===== src/hdl/color_pair_warp_macros.svh =====
// assertion macros used by the color pair warp controller
`ifndef COLOR_PAIR_WARP_MACROS_SVH
`define COLOR_PAIR_WARP_MACROS_SVH

// property that must hold at every clock edge out of reset
`define CPW_ASSERT(lbl, prop, msg) \
  lbl: assert property (@(posedge clk_i) disable iff (!rst_ni) (prop)) else $error(msg);

// property that must hold in the cycle after its trigger
`define CPW_ASSERT_NEXT(lbl, ante, cons, msg) \
  lbl: assert property (@(posedge clk_i) disable iff (!rst_ni) (ante) |=> (cons)) else $error(msg);

`endif


===== src/hdl/cpw_pkg.sv =====
// types and constants of the color pair warp block
package cpw_pkg;

  localparam logic [1:0] REQ_PIXEL = 2'd0;
  localparam logic [1:0] REQ_LOAD  = 2'd1;
  localparam logic [1:0] REQ_CLEAR = 2'd2;

  localparam logic [15:0] LN2_Q16 = 16'd45426;
  // ceil(2^36 / ln2_q16), exact quotient for any 20-bit dividend
  localparam logic [20:0] LN2_RECIP = 21'd1512779;

  // quotient bits of each division run
  localparam logic [4:0] QB_RATIO = 5'd17;
  localparam logic [4:0] QB_X     = 5'd20;
  localparam logic [4:0] QB_F     = 5'd17;

  typedef struct packed {
    logic [1:0]         req_type;
    logic signed [15:0] in_l;
    logic signed [15:0] in_a;
    logic signed [15:0] in_b;
    logic signed [15:0] to_l;
    logic signed [15:0] to_a;
    logic signed [15:0] to_b;
    logic [15:0]        pair_weight;
  } cpw_in_t;

  typedef struct packed {
    logic signed [15:0] out_l;
    logic signed [15:0] out_a;
    logic signed [15:0] out_b;
  } cpw_out_t;

  typedef enum logic [4:0] {
    OP_NONE      = 5'd0,
    OP_LATCH     = 5'd1,
    OP_CLEAR     = 5'd2,
    OP_LOAD      = 5'd3,
    OP_READ      = 5'd4,
    OP_DIST_MUL  = 5'd5,
    OP_DIST_ACC  = 5'd6,
    OP_MIN_UPD   = 5'd7,
    OP_HIT       = 5'd8,
    OP_PASS      = 5'd9,
    OP_SUM_DIV   = 5'd10,
    OP_SUM_ACC   = 5'd11,
    OP_X_DIV     = 5'd12,
    OP_N_DIV     = 5'd13,
    OP_EXP_INIT  = 5'd14,
    OP_TERM_MUL  = 5'd15,
    OP_TERM_DIV  = 5'd16,
    OP_TERM_ACC  = 5'd17,
    OP_E_DIV     = 5'd18,
    OP_F_MUL     = 5'd19,
    OP_F_ADD     = 5'd20,
    OP_ROUND     = 5'd21,
    OP_BLEND_MUL = 5'd22,
    OP_BLEND_OUT = 5'd23,
    OP_OUT_LOAD  = 5'd24
  } cpw_op_e;

  typedef struct packed {
    cpw_op_e    op;
    logic [1:0] chan;
    logic [3:0] k;
  } cpw_cmd_t;

  typedef struct packed {
    logic [1:0] req_type;
    logic       load_skip;
    logic       table_empty;
    logic       last_pair;
    logic       dmin_zero;
    logic       exp_skip;
    logic       n_big;
    logic       div_done;
  } cpw_sts_t;

endpackage


===== src/hdl/cpw_ctrl.sv =====
// sequencer for the color pair warp passes and output handshake
`include "color_pair_warp_macros.svh"

module cpw_ctrl #(
  parameter int PAIR_SLOTS = 8,
  localparam int CNT_W = $clog2(PAIR_SLOTS + 1)
) (
  input  logic              clk_i,
  input  logic              rst_ni,
  input  logic              in_valid_i,
  output logic              in_stall_o,
  output logic              out_valid_o,
  input  logic              out_stall_i,
  output cpw_pkg::cpw_cmd_t cmd_o,
  output logic [CNT_W-1:0]  pair_idx_o,
  input  cpw_pkg::cpw_sts_t sts_i
);
  import cpw_pkg::*;

  typedef enum logic [21:0] {
    S_IDLE    = 22'h000001,
    S_DECODE  = 22'h000002,
    S_READ    = 22'h000004,
    S_DMUL    = 22'h000008,
    S_DACC    = 22'h000010,
    S_PAIR    = 22'h000020,
    S_HITCHK  = 22'h000040,
    S_DIVWAIT = 22'h000080,
    S_SUMACC  = 22'h000100,
    S_NEXTP   = 22'h000200,
    S_NDIV    = 22'h000400,
    S_NCHK    = 22'h000800,
    S_TMUL    = 22'h001000,
    S_TDIV    = 22'h002000,
    S_TACC    = 22'h004000,
    S_EDIV    = 22'h008000,
    S_FMUL    = 22'h010000,
    S_FADD    = 22'h020000,
    S_ROUND   = 22'h040000,
    S_BMUL    = 22'h080000,
    S_BOUT    = 22'h100000,
    S_FINISH  = 22'h200000
  } state_e;

  typedef enum logic [1:0] {
    PASS_MIN = 2'd0,
    PASS_SUM = 2'd1,
    PASS_EXP = 2'd2
  } pass_e;

  state_e           state_q, state_d;
  state_e           ret_q, ret_d;
  pass_e            pass_q, pass_d;
  logic [CNT_W-1:0] idx_q, idx_d;
  logic [1:0]       c_q, c_d;
  logic [3:0]       k_q, k_d;
  logic             out_valid_q, out_valid_d;
  logic             out_free;

  assign out_free = !out_valid_q || !out_stall_i;

  always_comb begin
    state_d   = state_q;
    ret_d     = ret_q;
    pass_d    = pass_q;
    idx_d     = idx_q;
    c_d       = c_q;
    k_d       = k_q;
    cmd_o.op  = OP_NONE;
    cmd_o.chan = c_q;
    cmd_o.k   = k_q;
    out_valid_d = out_valid_q && out_stall_i;
    case (state_q)
      S_IDLE: begin
        if (in_valid_i) begin
          cmd_o.op = OP_LATCH;
          state_d  = S_DECODE;
        end
      end
      S_DECODE: begin
        state_d = S_IDLE;
        case (sts_i.req_type)
          REQ_CLEAR: cmd_o.op = OP_CLEAR;
          REQ_LOAD: begin
            if (!sts_i.load_skip) begin
              cmd_o.op = OP_LOAD;
            end
          end
          REQ_PIXEL: begin
            if (sts_i.table_empty) begin
              cmd_o.op = OP_PASS;
              c_d      = 2'd0;
              state_d  = S_BMUL;
            end else begin
              pass_d  = PASS_MIN;
              idx_d   = '0;
              state_d = S_READ;
            end
          end
          default: state_d = S_IDLE;
        endcase
      end
      S_READ: begin
        cmd_o.op = OP_READ;
        c_d      = 2'd0;
        state_d  = S_DMUL;
      end
      S_DMUL: begin
        cmd_o.op = OP_DIST_MUL;
        state_d  = S_DACC;
      end
      S_DACC: begin
        cmd_o.op = OP_DIST_ACC;
        if (c_q == 2'd2) begin
          c_d     = 2'd0;
          state_d = S_PAIR;
        end else begin
          c_d     = c_q + 2'd1;
          state_d = S_DMUL;
        end
      end
      S_PAIR: begin
        case (pass_q)
          PASS_MIN: begin
            cmd_o.op = OP_MIN_UPD;
            if (sts_i.last_pair) begin
              state_d = S_HITCHK;
            end else begin
              idx_d   = idx_q + CNT_W'(1);
              state_d = S_READ;
            end
          end
          PASS_SUM: begin
            cmd_o.op = OP_SUM_DIV;
            ret_d    = S_SUMACC;
            state_d  = S_DIVWAIT;
          end
          PASS_EXP: begin
            if (sts_i.exp_skip) begin
              state_d = S_NEXTP;
            end else begin
              cmd_o.op = OP_X_DIV;
              ret_d    = S_NDIV;
              state_d  = S_DIVWAIT;
            end
          end
          default: state_d = S_IDLE;
        endcase
      end
      S_HITCHK: begin
        if (sts_i.dmin_zero) begin
          cmd_o.op = OP_HIT;
          c_d      = 2'd0;
          state_d  = S_BMUL;
        end else begin
          pass_d  = PASS_SUM;
          idx_d   = '0;
          state_d = S_READ;
        end
      end
      S_DIVWAIT: begin
        if (sts_i.div_done) begin
          state_d = ret_q;
        end
      end
      S_SUMACC: begin
        cmd_o.op = OP_SUM_ACC;
        state_d  = S_NEXTP;
      end
      S_NEXTP: begin
        if (sts_i.last_pair) begin
          if (pass_q == PASS_SUM) begin
            pass_d  = PASS_EXP;
            idx_d   = '0;
            state_d = S_READ;
          end else begin
            state_d = S_ROUND;
          end
        end else begin
          idx_d   = idx_q + CNT_W'(1);
          state_d = S_READ;
        end
      end
      S_NDIV: begin
        cmd_o.op = OP_N_DIV;
        state_d  = S_NCHK;
      end
      S_NCHK: begin
        if (sts_i.n_big) begin
          state_d = S_NEXTP;
        end else begin
          cmd_o.op = OP_EXP_INIT;
          k_d      = 4'd1;
          state_d  = S_TMUL;
        end
      end
      S_TMUL: begin
        cmd_o.op = OP_TERM_MUL;
        state_d  = S_TDIV;
      end
      S_TDIV: begin
        cmd_o.op = OP_TERM_DIV;
        state_d  = S_TACC;
      end
      S_TACC: begin
        cmd_o.op = OP_TERM_ACC;
        if (k_q == 4'd8) begin
          state_d = S_EDIV;
        end else begin
          k_d     = k_q + 4'd1;
          state_d = S_TMUL;
        end
      end
      S_EDIV: begin
        cmd_o.op = OP_E_DIV;
        c_d      = 2'd0;
        ret_d    = S_FMUL;
        state_d  = S_DIVWAIT;
      end
      S_FMUL: begin
        cmd_o.op = OP_F_MUL;
        state_d  = S_FADD;
      end
      S_FADD: begin
        cmd_o.op = OP_F_ADD;
        if (c_q == 2'd2) begin
          c_d     = 2'd0;
          state_d = S_NEXTP;
        end else begin
          c_d     = c_q + 2'd1;
          state_d = S_FMUL;
        end
      end
      S_ROUND: begin
        cmd_o.op = OP_ROUND;
        c_d      = 2'd0;
        state_d  = S_BMUL;
      end
      S_BMUL: begin
        cmd_o.op = OP_BLEND_MUL;
        state_d  = S_BOUT;
      end
      S_BOUT: begin
        cmd_o.op = OP_BLEND_OUT;
        if (c_q == 2'd2) begin
          state_d = S_FINISH;
        end else begin
          c_d     = c_q + 2'd1;
          state_d = S_BMUL;
        end
      end
      S_FINISH: begin
        if (out_free) begin
          cmd_o.op    = OP_OUT_LOAD;
          out_valid_d = 1'b1;
          state_d     = S_IDLE;
        end
      end
      default: state_d = S_IDLE;
    endcase
  end

  always_ff @(posedge clk_i or negedge rst_ni) begin
    if (!rst_ni) begin
      state_q     <= S_IDLE;
      ret_q       <= S_IDLE;
      pass_q      <= PASS_MIN;
      idx_q       <= '0;
      c_q         <= '0;
      k_q         <= '0;
      out_valid_q <= 1'b0;
    end else begin
      state_q     <= state_d;
      ret_q       <= ret_d;
      pass_q      <= pass_d;
      idx_q       <= idx_d;
      c_q         <= c_d;
      k_q         <= k_d;
      out_valid_q <= out_valid_d;
    end
  end

  assign in_stall_o  = (state_q != S_IDLE);
  assign out_valid_o = out_valid_q;
  assign pair_idx_o  = idx_q;

  `CPW_ASSERT_NEXT(a_accept_decodes, in_valid_i && !in_stall_o, state_q == S_DECODE, "accepted transaction not decoded")
  `CPW_ASSERT_NEXT(a_finish_loads, state_q == S_FINISH && out_free, out_valid_q && state_q == S_IDLE, "finished result not presented")
  `CPW_ASSERT(a_chan_range, c_q != 2'd3, "channel counter out of range")
  `CPW_ASSERT(a_term_range, !(state_q == S_TMUL) || (k_q >= 4'd1 && k_q <= 4'd8), "series term index out of range")

endmodule


===== config.mk =====
export PLATFORM = sky130hd
export DESIGN_NAME = cpw_ctrl
export DESIGN_NICKNAME = d
export VERILOG_FILES = /design/src/hdl/cpw_pkg.sv /design/src/hdl/cpw_ctrl.sv
export VERILOG_INCLUDE_DIRS = /design/src /design/src/hdl
export SDC_FILE = /design/constraint.sdc
export NUM_CORES = 1
export LEC_CHECK = 0
export BUFFER_PORTS_ARGS = -buffer_cell sky130_fd_sc_hd__buf_2
export CORE_UTILIZATION = 45
export DETAILED_ROUTE_END_ITERATION = 12
export PLACE_DENSITY = 0.64
export SLEW_MARGIN = 20
export SYNTH_ARGS = -nofsm -noshare
export SYNTH_HDL_FRONTEND = slang
export SYNTH_SLANG_ARGS = --single-unit
export TNS_END_PERCENT = 5

===== constraint.sdc =====
create_clock -name clk_i -period 6.9 [get_ports clk_i]
set_input_delay 0.69 -clock clk_i [delete_from_list [all_inputs] [get_ports clk_i]]
set_output_delay 0.69 -clock clk_i [all_outputs]
set_load 0.02 [all_outputs]

==> key figures <==
Logic synthesis
  • Post-synth EDFFs: 0
  • Synth Cell Area: 2700 um2
  • Register area share after synthesis: 36.3%
  • Mapped Nets: 343
  • Number of synthesized register bits: 39
  • Mean Syn Cell Area: 8.43 um2
  • Yosys top cell area share: 34.3%
  • Yosys warnings: 0
  • Async set or reset register ratio after synthesis: 100%
  • Leading area contributor after synthesis: dfrtp_1
  • Distinct cells, synth: 60
  • Dominant cells by area after synthesis: dfrtp_1 34%, ha_1 4.6%, nor2_1 4.3%, nand2_1 4.0%, nand4_1 3.7%
  • Synth Flop Type: dfrtp_1
  • Cells after synthesis: 320

GRT
  • First-pass GRT wire length: 12.5 mm
  • Overall global routing resource usage: between 20% and 30%
  • Vias in the first global route: 2453
  • Largest net degree at the start of global routing: 40
  • Total grt overflow: 0
  • Initial antenna violation count: 0

Timing
  • Max-slew violation count: 0
  • FMAX: 232 MHz
  • # setup viols final: 0
  • RSZ-0062 raised after global routing: no
  • Slew HR: 33.5%
  • Clk_skew: between 0.009 and 0.01 ns
  • Slew @ Worst Pin: approximately 0.99 ns
  • Final Cycle Share: 62.4%
  • Min Tclk post-route: 4.30 ns
  • Setup tns final: 0 ns
  • Fin. Hold Viols: 0

Clock tree
  • Number of clock sinks: 39
  • Hold Buf Count CTS: 0
  • TritonCTS clock tree: done
  • Post-CTS sizing: 0
  • Inserted Clock Buffers: 5
  • Root buffer cell: clkbuf_8
  • CTS Buffer Depth: 2
  • Clock-pin slew on the worst setup and hold paths: 0.08 ns
  • Setup Buffers After CTS: 0
  • Clk Latency, worst-skew pair: a little under 0.3 ns
  • Htree depth: 2

Placement
  • Number of port buffers: 29
  • Placed Cells: between 400 and 500
  • Final HPWL DP: 5.94 mm
  • GP Congestion: 0.971

Critical path
  • CP Buf/Inv Count: 1
  • Crit-path leading delay family: simple AND/OR/NAND/NOR gates
  • CP Data Arrival Time: around 3.6 ns
  • Crit Path Class: reg -> out
  • Setup crit start kind: register
  • Max FO, Critical Path: 16
  • CP cell instances: nor4_1 -> nand4_1 -> nor3_1 -> nor2_1 -> o21ai_0 -> or3_1 -> buf_2
  • CP max stage cell: nor4_1
  • Critical Path RT: 6.21 ns
  • Crit. End Element: output pin
  • CP peak stage delay: 0.87 ns

Worst hold path
  • HP Class: reg -> reg

Routing
  • Drc violations: 0
  • DRT iter0 DRCs: 202
  • Post-DRT Antenna Nets: 0
  • Metal2 WL: 3.49 mm
  • Drt wl/cell: 18.6 um
  • Via density: 6.37
  • Wire length on met3: 585 um
  • WL final: just under 8 mm
  • Top Metal Used: met4
  • Via count: about 2700
  • DR pass1 iterations: 5
  • M1 wire length: 3.44 mm

Die
  • Core box area: 5640 um2
  • DIE WIDTH: between 70 and 80 um
  • FP Rows: 27
  • Io pins: 30
  • Area of the die: between 6000 and 7000 um2
  • Die H: 79.4 um
  • Initial core utilization: between 40% and 50%

Finish
  • Diodes inserted: 0
  • Layout Nets: 366
  • Layout cells sized above 1: 15.7%
  • Synth-to-layout area growth: 10.4%
  • Fin cells: roughly 420

Power
  • Worst VDD drop: 175 uV
  • Leakage: 1.37 nW
  • Pwr per Cell Area: approximately 210 nW/um2
  • Final Power: between 600 and 700 uW

Flow run
  • Max_cap viols: 0

Run status
  • Status: finished clean
[kinds of logic (layout without fill, tap and decap cells)]
| group | count (synthesis) | after routing | share of synthesized area, % |
|---|---|---|---|
| and+or+nand+nor | 173 | 173 | 35.7 |
| xor gates and xnor gates | 8 | 8 | 2.60 |
| muxes | 4 | 4 | 1.62 |
| AOI/OAI and AO/OA | 55 | 55 | 14.4 |
| buffers and inverters | 31 | 55 | 4.78 |
| DFF | 39 | 39 | 36.3 |
| adders and majority gates | 10 | 10 | 4.64 |
[power breakdown]
part           switching (mW)  leakage, nW  total (mW)  internal, mW
sequential             0.0158        0.501       0.257         0.241
combinational           0.138        0.814       0.206        0.0671
clock                  0.0792       0.0515       0.171        0.0913
total                   0.234         1.37       0.633         0.400
[metal layers]
metal,vias to the layer above,global-route usage [%]
li1,1244,-
met1,1269,36.0
met2,114,41.2
met3,24,5.26
met4,0,10.2
met5,-,0
[cell usage in the layout, fill, tap and decap left out, types with 8 or more instances in the layout]
| master | instances |
|---|---|
| a21oi_1 | 8 |
| buf_2 | 29 |
| dfrtp_1 | 37 |
| ha_1 | 10 |
| inv_1 | 18 |
| nand2_1 | 29 |
| nand3_1 | 10 |
| nand4_1 | 16 |
| nor2_1 | 31 |
| nor3_1 | 20 |
| nor4_1 | 14 |
| o21ai_0 | 17 |
[Yosys cell counts, types with 3 or more instances]
master	count
nand2b_1	6
xnor2_1	3
dfrtp_1	37
nand4_1	16
a2111oi_0	3
buf_2	4
inv_1	18
a21oi_1	8
nand3b_1	4
or4_1	5
o21ai_0	17
or3_1	5
nor2_1	31
nor2b_1	3
nand3_1	10
or2_2	7
nand2_1	29
o211ai_1	3
xor2_1	5
nor4_1	15
nor4b_1	6
ha_1	10
clkbuf_1	8
nor3_1	20
[final cells by class]
| cell class | count | area [um2] |
|---|---|---|
| inverter | 18 | 67.6 |
| clock buffer | 8 | 100 |
| timing repair buffer | 29 | 145 |
| multi-input combinational | 250 | 1600 |
| fill | 555 | 2670 |
| tap | 72 | 90.1 |
| sequential | 39 | 978 |
[state kept, by name, indices dropped and copies added (netlist names)]
register / count
k_q: 4
out_valid_o: 1
pair_idx_o: 4
ret_q: 4
c_q: 2
pass_q: 2
state_q: 22
[tightest hold or removal path, stage by stage (launching register included)]
cell     delay [ns]
dfrtp_1        0.35
nand2_1        0.05
nand2_1        0.05
[final timing paths]
kind | startpoint | to | slack, ns | cells past startpoint
max in group asynchronous | rst_ni | state_q[20] | 5.82 | 1
hold reg to reg | ret_q[16] | ret_q[16] | 0.49 | 2
hold / removal | ret_q[16] | ret_q[16] | 0.49 | 2
min in group asynchronous | rst_ni | state_q[14] | 0.50 | 1
setup reg to reg | state_q[18] | c_q[1] | 3.30 | 5
setup / recovery | state_q[18] | cmd_o[9] | 2.60 | 7
[per-stage QoR]
| step | area, um2 | worst slack, ns | hold slack (ns) | util, % |
|---|---|---|---|---|
| final | 2980 | 2.60 | 0.487 | 52.8 |
| after global placement | 2870 | 2.79 | 0.468 | 50.9 |
| after CTS | 2970 | 2.56 | 0.491 | 52.7 |
| after floorplan | 2700 | 3.69 | 0.394 | - |
| after global routing | 2980 | 2.27 | 0.521 | 52.8 |
| after detailed placement | 2870 | 2.91 | 0.472 | 50.9 |
Note: power is estimated with default switching activity, not from simulation.
